### config.mk
export PLATFORM = sky130hd
export DESIGN_NAME = pair_weight_table_ranked_query_flat
export DESIGN_NICKNAME = d
export VERILOG_FILES = /design/src/hdl/pwt_pkg.sv /design/src/hdl/pwt_if.sv /design/src/hdl/pwt_ram.sv /design/src/hdl/pwt_datapath.sv /design/src/hdl/pwt_ctrl.sv /design/src/hdl/pair_weight_table_ranked_query.sv /design/src/flat_wrapper.sv
export SDC_FILE = /design/constraint.sdc
export NUM_CORES = 2
export LEC_CHECK = 0
export BUFFER_PORTS_ARGS = -buffer_cell sky130_fd_sc_hd__buf_2
export CAP_MARGIN = 20
export CORE_MARGIN = 2
export CORE_UTILIZATION = 45
export CTS_CLUSTER_SIZE = 12
export DETAILED_ROUTE_END_ITERATION = 6
export GPL_TIMING_DRIVEN = 0
export HOLD_SLACK_MARGIN = 0.1
export PLACE_DENSITY_LB_ADDON = 0.08
export SLEW_MARGIN = 20
export SYNTH_ARGS = -nofsm -noshare
export SYNTH_HDL_FRONTEND = slang
export SYNTH_HIERARCHICAL = 1
export SYNTH_SLANG_ARGS = --single-unit
### constraint.sdc
create_clock -name clock -period 20.3 [get_ports clock]
set_input_delay 0 -clock clock [delete_from_list [all_inputs] [get_ports clock]]
set_output_delay 0 -clock clock [all_outputs]
set_load 0.01 [all_outputs]
### src/hdl/pwt_pkg.sv
`timescale 1ns / 1ps
`default_nettype none

package pwt_pkg;

   localparam int ENTRIES_DEF = 32;
   localparam int RESULT_CAP  = 32;

   localparam logic KIND_STRENGTHEN = 1'b0;
   localparam logic KIND_QUERY      = 1'b1;

   localparam logic signed [31:0] WEIGHT_MAX = 32'sh7fff_ffff;
   localparam logic signed [31:0] WEIGHT_MIN = 32'sh8000_0000;

   typedef enum logic [2:0] {
      ST_NEIGHBOUR    = 3'd0,
      ST_NONE         = 3'd1,
      ST_STRENGTHENED = 3'd2,
      ST_SELF         = 3'd3,
      ST_FULL         = 3'd4
   } status_type;

   typedef struct packed {
      logic       load_req;
      logic       start;
      logic       select;
      logic       write_entry;
      logic       load_out;
      status_type out_status;
   } cmd_type;

   typedef struct packed {
      logic in_self;
      logic req_kind;
      logic scan_done;
      logic slot_ok;
      logic count_zero;
      logic out_last;
   } sts_type;

endpackage

`default_nettype wire

### src/hdl/pwt_if.sv
`timescale 1ns / 1ps
`default_nettype none

interface pwt_req_if;
   logic               valid;
   logic               ready;
   logic               kind;
   logic signed [31:0] id_first;
   logic signed [31:0] id_second;
   logic signed [31:0] amount;

   modport source (output valid, kind, id_first, id_second, amount, input ready);
   modport sink   (input valid, kind, id_first, id_second, amount, output ready);
endinterface

interface pwt_rsp_if;
   logic               valid;
   logic               ready;
   logic signed [31:0] neighbour_id;
   logic signed [31:0] edge_weight_out;
   logic [2:0]         status;
   logic               last;

   modport source (output valid, neighbour_id, edge_weight_out, status, last, input ready);
   modport sink   (input valid, neighbour_id, edge_weight_out, status, last, output ready);
endinterface

`default_nettype wire

### src/hdl/pwt_ram.sv
`timescale 1ns / 1ps
`default_nettype none

module pwt_ram #(
   parameter int WIDTH = 96,
   parameter int DEPTH = 32
) (
   input  wire logic                     clock,
   input  wire logic                     we,
   input  wire logic [$clog2(DEPTH)-1:0] waddr,
   input  wire logic [WIDTH-1:0]         wdata,
   input  wire logic [$clog2(DEPTH)-1:0] raddr,
   output logic      [WIDTH-1:0]         rdata
);

   logic [WIDTH-1:0] mem [DEPTH];
   logic [WIDTH-1:0] rdata_ff;

   always_ff @(posedge clock) begin
      if (we) begin
         mem[waddr] <= wdata;
      end
      rdata_ff <= mem[raddr];
   end

   assign rdata = rdata_ff;

endmodule

`default_nettype wire

### src/hdl/pwt_datapath.sv
`timescale 1ns / 1ps
`default_nettype none

module pwt_datapath #(
   parameter int ENTRIES = 32
) (
   input  wire logic               clock,
   input  wire logic               reset,
   input  wire logic               in_kind,
   input  wire logic signed [31:0] in_id_first,
   input  wire logic signed [31:0] in_id_second,
   input  wire logic signed [31:0] in_amount,
   output logic signed [31:0]      out_neighbour_id,
   output logic signed [31:0]      out_edge_weight,
   output logic [2:0]              out_status,
   output logic                    out_last,
   input  wire pwt_pkg::cmd_type   cmd,
   output pwt_pkg::sts_type        sts
);
   import pwt_pkg::*;

   localparam int IW = $clog2(ENTRIES);
   localparam int CW = $clog2(ENTRIES + 1);
   localparam int NW = $clog2(RESULT_CAP + 1);
   localparam int DW = 96;
   localparam logic [IW-1:0] LAST_IDX = IW'(ENTRIES - 1);

   // latched item
   logic               kind_ff;
   logic signed [31:0] node_ff, lo_ff, hi_ff, amount_ff;

   // slot scanner
   logic          run_ff, run_in;
   logic [IW-1:0] addr_ff, addr_in;
   logic          rd_vld_ff;
   logic [IW-1:0] rd_idx_ff;
   logic          select_ff;

   logic [ENTRIES-1:0] valid_ff, cand_ff;

   logic               hit_ff, free_ff;
   logic [IW-1:0]      hit_idx_ff, free_idx_ff;
   logic signed [31:0] hit_w_ff;
   logic [CW-1:0]      count_ff;

   logic               best_ff;
   logic [IW-1:0]      best_idx_ff;
   logic signed [31:0] best_w_ff, best_other_ff;
   logic [NW-1:0]      n_ff;

   logic signed [31:0] out_id_ff, out_w_ff;
   status_type         out_status_ff;
   logic               out_last_ff;

   logic [DW-1:0]      rdata, wdata;
   logic signed [31:0] rd_lo, rd_hi, rd_w;
   logic               entry_ok, pair_hit, node_hit;
   logic signed [31:0] base_w, sat_w;
   logic signed [32:0] sum_w;
   logic [IW-1:0]      wslot;
   logic [NW-1:0]      total_cap;
   logic               last_neigh;

   assign rd_lo    = rdata[95:64];
   assign rd_hi    = rdata[63:32];
   assign rd_w     = rdata[31:0];
   assign entry_ok = valid_ff[rd_idx_ff];
   assign pair_hit = entry_ok && (rd_lo == lo_ff) && (rd_hi == hi_ff);
   assign node_hit = entry_ok && ((rd_lo == node_ff) || (rd_hi == node_ff));

   // saturating add
   always_comb begin
      base_w = hit_ff ? hit_w_ff : 32'sd0;
      sum_w  = {base_w[31], base_w} + {amount_ff[31], amount_ff};
      if (sum_w[32] != sum_w[31]) begin
         sat_w = sum_w[32] ? WEIGHT_MIN : WEIGHT_MAX;
      end else begin
         sat_w = sum_w[31:0];
      end
   end

   assign wslot = hit_ff ? hit_idx_ff : free_idx_ff;
   assign wdata = {lo_ff, hi_ff, sat_w};

   always_comb begin
      if (32'(count_ff) > 32'(RESULT_CAP)) begin
         total_cap = NW'(RESULT_CAP);
      end else begin
         total_cap = NW'(count_ff);
      end
      last_neigh = ({1'b0, n_ff} + 1'b1) == {1'b0, total_cap};
   end

   pwt_ram #(.WIDTH(DW), .DEPTH(ENTRIES)) u_ram (
      .clock (clock),
      .we    (cmd.write_entry),
      .waddr (wslot),
      .wdata (wdata),
      .raddr (addr_ff),
      .rdata (rdata)
   );

   always_comb begin
      run_in  = run_ff;
      addr_in = addr_ff;
      if (cmd.start) begin
         run_in  = 1'b1;
         addr_in = '0;
      end else if (run_ff) begin
         if (addr_ff == LAST_IDX) begin
            run_in = 1'b0;
         end else begin
            addr_in = addr_ff + 1'b1;
         end
      end
   end

   always_ff @(posedge clock) begin
      if (reset) begin
         run_ff    <= 1'b0;
         rd_vld_ff <= 1'b0;
         valid_ff  <= '0;
      end else begin
         run_ff    <= run_in;
         rd_vld_ff <= run_ff;
         if (cmd.write_entry) begin
            valid_ff[wslot] <= 1'b1;
         end
      end
   end

   always_ff @(posedge clock) begin
      addr_ff   <= addr_in;
      rd_idx_ff <= addr_ff;

      if (cmd.load_req) begin
         kind_ff   <= in_kind;
         node_ff   <= in_id_first;
         amount_ff <= in_amount;
         if (in_id_first < in_id_second) begin
            lo_ff <= in_id_first;
            hi_ff <= in_id_second;
         end else begin
            lo_ff <= in_id_second;
            hi_ff <= in_id_first;
         end
         n_ff <= '0;
      end

      if (cmd.start) begin
         select_ff <= cmd.select;
         if (cmd.select) begin
            best_ff <= 1'b0;
         end else begin
            hit_ff   <= 1'b0;
            free_ff  <= 1'b0;
            count_ff <= '0;
         end
      end else if (rd_vld_ff) begin
         if (select_ff) begin
            if (cand_ff[rd_idx_ff] && (!best_ff || rd_w > best_w_ff)) begin
               best_ff       <= 1'b1;
               best_idx_ff   <= rd_idx_ff;
               best_w_ff     <= rd_w;
               best_other_ff <= (rd_lo == node_ff) ? rd_hi : rd_lo;
            end
         end else begin
            cand_ff[rd_idx_ff] <= node_hit;
            if (node_hit) begin
               count_ff <= count_ff + 1'b1;
            end
            if (pair_hit && !hit_ff) begin
               hit_ff     <= 1'b1;
               hit_idx_ff <= rd_idx_ff;
               hit_w_ff   <= rd_w;
            end
            if (!entry_ok && !free_ff) begin
               free_ff     <= 1'b1;
               free_idx_ff <= rd_idx_ff;
            end
         end
      end

      if (cmd.load_out) begin
         out_status_ff <= cmd.out_status;
         case (cmd.out_status)
            ST_NEIGHBOUR: begin
               out_id_ff            <= best_other_ff;
               out_w_ff             <= best_w_ff;
               out_last_ff          <= last_neigh;
               cand_ff[best_idx_ff] <= 1'b0;
               n_ff                 <= n_ff + 1'b1;
            end
            ST_STRENGTHENED: begin
               out_id_ff   <= '0;
               out_w_ff    <= sat_w;
               out_last_ff <= 1'b1;
            end
            default: begin
               out_id_ff   <= '0;
               out_w_ff    <= '0;
               out_last_ff <= 1'b1;
            end
         endcase
      end
   end

   assign sts.in_self    = (in_kind == KIND_STRENGTHEN) && (in_id_first == in_id_second);
   assign sts.req_kind   = kind_ff;
   assign sts.scan_done  = rd_vld_ff && (rd_idx_ff == LAST_IDX);
   assign sts.slot_ok    = hit_ff || free_ff;
   assign sts.count_zero = (count_ff == '0);
   assign sts.out_last   = out_last_ff;

   assign out_neighbour_id = out_id_ff;
   assign out_edge_weight  = out_w_ff;
   assign out_status       = out_status_ff;
   assign out_last         = out_last_ff;

endmodule

`default_nettype wire

### src/hdl/pwt_ctrl.sv
`timescale 1ns / 1ps
`default_nettype none

module pwt_ctrl (
   input  wire logic             clock,
   input  wire logic             reset,
   input  wire logic             req_valid,
   output logic                  req_ready,
   output logic                  rsp_valid,
   input  wire logic             rsp_ready,
   input  wire pwt_pkg::sts_type sts,
   output pwt_pkg::cmd_type      cmd
);
   import pwt_pkg::*;

   typedef enum logic [5:0] {
      S_IDLE   = 6'b000001,
      S_SCAN   = 6'b000010,
      S_DECIDE = 6'b000100,
      S_SELECT = 6'b001000,
      S_PICK   = 6'b010000,
      S_RESP   = 6'b100000
   } state_type;

   state_type state_ff, state_in;

   always_comb begin
      state_in       = state_ff;
      cmd            = '0;
      cmd.out_status = ST_NONE;
      req_ready      = 1'b0;
      rsp_valid      = 1'b0;
      case (state_ff)
         S_IDLE: begin
            req_ready = 1'b1;
            if (req_valid) begin
               cmd.load_req = 1'b1;
               if (sts.in_self) begin
                  cmd.load_out   = 1'b1;
                  cmd.out_status = ST_SELF;
                  state_in       = S_RESP;
               end else begin
                  cmd.start = 1'b1;
                  state_in  = S_SCAN;
               end
            end
         end
         S_SCAN: begin
            if (sts.scan_done) begin
               state_in = S_DECIDE;
            end
         end
         S_DECIDE: begin
            if (sts.req_kind == KIND_QUERY) begin
               if (sts.count_zero) begin
                  cmd.load_out   = 1'b1;
                  cmd.out_status = ST_NONE;
                  state_in       = S_RESP;
               end else begin
                  cmd.start  = 1'b1;
                  cmd.select = 1'b1;
                  state_in   = S_SELECT;
               end
            end else begin
               cmd.load_out = 1'b1;
               if (sts.slot_ok) begin
                  cmd.write_entry = 1'b1;
                  cmd.out_status  = ST_STRENGTHENED;
               end else begin
                  cmd.out_status = ST_FULL;
               end
               state_in = S_RESP;
            end
         end
         S_SELECT: begin
            if (sts.scan_done) begin
               state_in = S_PICK;
            end
         end
         S_PICK: begin
            cmd.load_out   = 1'b1;
            cmd.out_status = ST_NEIGHBOUR;
            state_in       = S_RESP;
         end
         S_RESP: begin
            rsp_valid = 1'b1;
            if (rsp_ready) begin
               if (sts.out_last) begin
                  state_in = S_IDLE;
               end else begin
                  cmd.start  = 1'b1;
                  cmd.select = 1'b1;
                  state_in   = S_SELECT;
               end
            end
         end
         default: begin
            state_in = S_IDLE;
         end
      endcase
   end

   always_ff @(posedge clock) begin
      if (reset) begin
         state_ff <= S_IDLE;
      end else begin
         state_ff <= state_in;
      end
   end

endmodule

`default_nettype wire

### src/hdl/pair_weight_table_ranked_query.sv
`timescale 1ns / 1ps
`default_nettype none

// channel | dir | payload
// req_ch  | in  | kind, id_first, id_second, amount
// rsp_ch  | out | neighbour_id, edge_weight_out, status, last
//
// one item at a time; a slot scan reads the table ram one slot per cycle
// strengthen: slot scan, then the entry is written if a matching or free slot
// was found (else status full); self pair: answered without a scan; query:
// a slot scan counts neighbours, then one select scan per neighbour result
// reset clears the valid bits and the controller; the table ram is not cleared
// req_ch is ready only when idle; a stalled rsp_ch holds the block

module pair_weight_table_ranked_query #(
   parameter int ENTRIES = pwt_pkg::ENTRIES_DEF
) (
   input  wire logic clock,
   input  wire logic reset,
   pwt_req_if.sink   req_ch,
   pwt_rsp_if.source rsp_ch
);
   import pwt_pkg::*;

   cmd_type cmd;
   sts_type sts;

   pwt_ctrl u_ctrl (
      .clock     (clock),
      .reset     (reset),
      .req_valid (req_ch.valid),
      .req_ready (req_ch.ready),
      .rsp_valid (rsp_ch.valid),
      .rsp_ready (rsp_ch.ready),
      .sts       (sts),
      .cmd       (cmd)
   );

   pwt_datapath #(.ENTRIES(ENTRIES)) u_datapath (
      .clock            (clock),
      .reset            (reset),
      .in_kind          (req_ch.kind),
      .in_id_first      (req_ch.id_first),
      .in_id_second     (req_ch.id_second),
      .in_amount        (req_ch.amount),
      .out_neighbour_id (rsp_ch.neighbour_id),
      .out_edge_weight  (rsp_ch.edge_weight_out),
      .out_status       (rsp_ch.status),
      .out_last         (rsp_ch.last),
      .cmd              (cmd),
      .sts              (sts)
   );

endmodule

`default_nettype wire
### src/flat_wrapper.sv
// flat-port wrapper written by rule: the top's interface ports become plain ports
module pair_weight_table_ranked_query_flat import pwt_pkg::*;
#(
   parameter int ENTRIES = pwt_pkg::ENTRIES_DEF
)
  (clock, reset, req_ch_valid, req_ch_kind, req_ch_id_first, req_ch_id_second, req_ch_amount, req_ch_ready, rsp_ch_valid, rsp_ch_neighbour_id, rsp_ch_edge_weight_out, rsp_ch_status, rsp_ch_last, rsp_ch_ready);
  pwt_req_if req_ch_i ();
  pwt_rsp_if rsp_ch_i ();
  input  wire logic clock;
  input  wire logic reset;
  input wire logic [$bits(req_ch_i.valid)-1:0] req_ch_valid;
  input wire logic [$bits(req_ch_i.kind)-1:0] req_ch_kind;
  input wire logic [$bits(req_ch_i.id_first)-1:0] req_ch_id_first;
  input wire logic [$bits(req_ch_i.id_second)-1:0] req_ch_id_second;
  input wire logic [$bits(req_ch_i.amount)-1:0] req_ch_amount;
  output wire logic [$bits(req_ch_i.ready)-1:0] req_ch_ready;
  output wire logic [$bits(rsp_ch_i.valid)-1:0] rsp_ch_valid;
  output wire logic [$bits(rsp_ch_i.neighbour_id)-1:0] rsp_ch_neighbour_id;
  output wire logic [$bits(rsp_ch_i.edge_weight_out)-1:0] rsp_ch_edge_weight_out;
  output wire logic [$bits(rsp_ch_i.status)-1:0] rsp_ch_status;
  output wire logic [$bits(rsp_ch_i.last)-1:0] rsp_ch_last;
  input wire logic [$bits(rsp_ch_i.ready)-1:0] rsp_ch_ready;
  assign req_ch_i.valid = req_ch_valid;
  assign req_ch_i.kind = req_ch_kind;
  assign req_ch_i.id_first = req_ch_id_first;
  assign req_ch_i.id_second = req_ch_id_second;
  assign req_ch_i.amount = req_ch_amount;
  assign req_ch_ready = req_ch_i.ready;
  assign rsp_ch_valid = rsp_ch_i.valid;
  assign rsp_ch_neighbour_id = rsp_ch_i.neighbour_id;
  assign rsp_ch_edge_weight_out = rsp_ch_i.edge_weight_out;
  assign rsp_ch_status = rsp_ch_i.status;
  assign rsp_ch_last = rsp_ch_i.last;
  assign rsp_ch_i.ready = rsp_ch_ready;
  pair_weight_table_ranked_query #(.ENTRIES(ENTRIES)) u_core (.clock(clock), .reset(reset), .req_ch(req_ch_i), .rsp_ch(rsp_ch_i));
endmodule
==> metrics <==
class of the tightest hold or removal check=in -> reg; TNS Setup=0 ns; async set-or-reset flop fraction in the synthesized netlist=0; maxcap violations=0; number of slew-limit violations in the final report=0; gate count of the mapped netlist=7435; global route overflow=0; CP most frequent cell=nor4_1; clock input transition at the sequential cells of the worst setup and hold paths=0.06 ns; core outline area=309000 µm²; count of input and output buffers=169; element type at the critical path end=flop; synthesis warning total=6; register bit count reported by yosys=3574; netlist area before placement=140000 µm²; Avg Inst Size Synth=18.8 µm²; top cell family by delay on the critical path=simple AND/OR/NAND/NOR gates; Final min period=6.01 ns; adder-cell share of the synthesized area=0.00955; Hold Crit Start=req_ch_amount[2]; most common library cell in the layout ignoring fill and taps=edfxtp_1; max incr delay on CP=0.94 ns; antenna violations before repair=31; last weighted congestion value of the routability-driven placer=0.866; predominant post-synthesis flop cell=edfxtp_1; Post-Synth XOR/XNOR Area=0.00935; vertical die dimension=561 µm; worst reg2reg setup slack=14.53 ns; DR vias/cell=6.11; Min-Delay Endpoint=u_core/u_datapath/amount_ff[2]; Synth cell types=87; worst hold stages=3; crit path max fanout=38; largest family of logic cells by synthesized area=multiplexers; number of DRC violations after detailed routing=0; number of routed nets with antenna violations=0; remaining max-slew budget at the tightest pin=0.153; final setup violating endpoints=0; Core Rows=204; total track usage=0.283; number of nets produced by synthesis=7638; number of nets in the final layout=8725; post-cts gate resize count=0; detailed-route wire length per cell=34.8 µm; worst reg2reg path depth=15; CTS buffer count=381; endpoint of the worst-slack reg-to-reg timing path=u_core/u_datapath/u_ram/mem[3][21]; worst-case clock skew=0.0533 ns; number of filler cells placed in the layout=24.3k; total length of routed wires=451000 µm; Via Count=79.2k; Max Buffers Root-to-Sink=4; fin crit share=0.296; pin count of the biggest net entering global routing=39; area delta synth->final=19.5%; reg-to-reg startpoint=u_core/u_datapath/hit_ff; basic-gate share of the synthesized area counting and, or, nand and nor cells=0.0313; vias in the first global route=77.0k; top-level I/O count=171; cell type of the slowest stage on the worst timing path=and4_1; outcome=complete, no violations; final hold violation count=0; power density cells=115 nW/µm²; number of violations reported at the end of detailed-routing iteration 0=10.6k; clock tree from TritonCTS=yes; proportion of layout cells with a drive suffix above 1=0.202; H-tree lvl count=5; Clock Sink Count=3574; sequential cell area fraction in the yosys report=0.756; combined buffer and inverter count along the critical path=6; Worst Max-Slew Pin Slew=1.27 ns; setup repair after global routing missed its margin=no; Critical Path, Cell by Cell=dlygate4sd3_1 > buf_2 > dlygate4sd3_1 > inv_1 > ha_1 > nand4_1 > nor4_1 > and4_1 > o21ai_1 > inv_1 > nand3b_1 > nor4_1 > nand4_1 > nor4_1 > and3_4 > buf_16 > o21bai_1; required time reported for the critical path endpoint=20.92 ns; Detailed Place HPWL=316000 µm; count of TritonRoute iterations in the first routing pass=6; area of the die=315000 µm²; critical path startpoint=req_ch_id_second[31]; initial cell density of the core=0.452; startpoint type of the worst setup path=primary input; clock tree root driver cell=clkbuf_16; maximum vdd drop=75.5 µV; portion of netlist area occupied by mux cells=0.128; commonest cells after routing, fill and taps aside=3390 x edfxtp_1, 780 x mux2i_1, 520 x a22oi_1; count of flip-flops with a built-in enable after synthesis=3390; leakage component of the power=53.2 nW; Hold Worst Slack=0.313 ns; data arrival time at the worst-slack endpoint=6.62 ns; global-route wire length before repair=620000 µm; start-to-end type of the worst setup path=in -> reg; complex-gate fraction of the synthesized area=0.0495; Die X=561 µm; Max Clk Rate=0.166 GHz; worst-skew pair later-pin latency=0.95 ns
## sequential cells by signal (all words and copies together) (netlist names), 6 cells and up
register,cells
u_core/u_datapath/out_edge_weight,32
u_core/u_datapath/cand_ff,32
u_core/u_datapath/count_ff,6
u_core/u_datapath/lo_ff,32
u_core/u_datapath/u_ram/mem,3072
u_core/u_datapath/best_other_ff,32
u_core/u_datapath/hi_ff,32
u_core/u_datapath/u_ram/rdata,96
u_core/u_datapath/node_ff,32
u_core/u_datapath/valid_ff,32
u_core/u_datapath/hit_w_ff,32
u_core/u_datapath/amount_ff,32
u_core/u_datapath/n_ff,6
u_core/u_datapath/best_w_ff,32
u_core/u_ctrl/state_ff,6
u_core/u_datapath/out_neighbour_id,32
## repair_timing
action,CTS,global route
setup buffers,0,0
hold buffers,205,0
hold endpoints to repair,266,0
## power breakdown
| group | total [W] | leakage (nW) | switching (W) | internal [W] |
|---|---|---|---|---|
| logic | 0.00365 | 15.6 | 0.00233 | 0.00132 |
| registers | 0.00890 | 31.9 | 0.000339 | 0.00856 |
| clock network | 0.00664 | 5.73 | 0.00286 | 0.00378 |
## Yosys cell counts (31+ instances only)
cell,n,share of area
nor2_1,207,0.0056
nand2_1,111,0.0030
edfxtp_1,3390,0.73
buf_4,38,0.0020
mux2_2,91,0.0073
dfxtp_1,184,0.026
a22o_1,63,0.0040
mux2i_1,780,0.056
and2_1,81,0.0036
nor4_1,35,0.0016
a22oi_1,520,0.028
buf_2,122,0.0044
a31oi_1,56,0.0025
nand3_1,228,0.0082
ha_1,101,0.0091
a21oi_1,128,0.0046
inv_1,119,0.0032
mux4_2,400,0.065
xor2_1,115,0.0072
a21o_1,31,0.0017
o21ai_0,76,0.0027
nand4_1,74,0.0033
clkbuf_1,173,0.0047
xnor2_1,34,0.0021
## worst max path at each step
stage	cells past startpoint	end	slack [ns]
2_1_floorplan	11	u_core/u_datapath/cand_ff[17]	10.86
4_1_cts	15	u_core/u_datapath/u_ram/mem[5][21]	14.46
3_3_place_gp	11	u_core/u_datapath/cand_ff[18]	5.57
5_1_grt	17	u_core/u_datapath/hit_ff	14.06
6_report	17	u_core/u_datapath/hit_ff	14.29
3_5_place_dp	15	u_core/u_datapath/u_ram/mem[15][21]	14.47
## cell families after synthesis
kind of cell	Yosys count
DFF	3574
muxes	1274
AOI/OAI and AO/OA	976
and+or+nand+nor	856
buffers and inverters	499
xor gates and xnor gates	149
adders and majority gates	107
## metrics by stage
stage	area, µm²	utilization	total power (W)	setup slack, ns	cells
6_report	167000	0.540	0.0192	14.29	12949
3_5_place_dp	153000	0.494	0.0126	14.47	12027
5_1_grt	167000	0.540	0.0197	14.06	12947
2_1_floorplan	140000	-	0.0109	10.86	7435
4_1_cts	166000	0.539	0.0193	14.46	12916
3_3_place_gp	146000	0.471	0.0125	5.57	11724
## worst register-to-register path: stages (launching register included)
cell and delay [ns]:
edfxtp_1 0.43, buf_2 0.35, clkbuf_1 0.35, and2_1 0.22, ha_1 0.24, fa_1 0.46
a211oi_2 0.28, nor3_1 0.13, o211ai_1 0.40, a21oi_2 0.16, o31a_1 0.34, nor4b_4 0.27
o21bai_2 0.12, buf_2 0.23, a21oi_1 0.68, inv_1 0.67
## metal layers
metal | up-vias | wire (µm) | track usage
met3 | 579 | 38600 | 0.0443
met5 | - | 68 | 0
met1 | 42317 | 192000 | 0.416
met2 | 3796 | 206000 | 0.438
met4 | 12 | 13500 | 0.0806
li1 | 32462 | - | -
## area by class of cell
| cell class | instances | area (µm²) | area share |
|---|---|---|---|
| repair buffers | 704 | 9780 | 0.0586 |
| diodes | 6 | 15.0 | 0.0000900 |
| well taps | 4120 | 5150 | 0.0309 |
| multi-input cells | 3362 | 32200 | 0.193 |
| clock buffers | 518 | 10400 | 0.0624 |
| clock inverters | 166 | 1380 | 0.00829 |
| flip-flops and latches | 3574 | 105000 | 0.632 |
| plain buffers | 379 | 1910 | 0.0115 |
| inverters | 120 | 450 | 0.00270 |
Power figures use the tool's default switching activity.
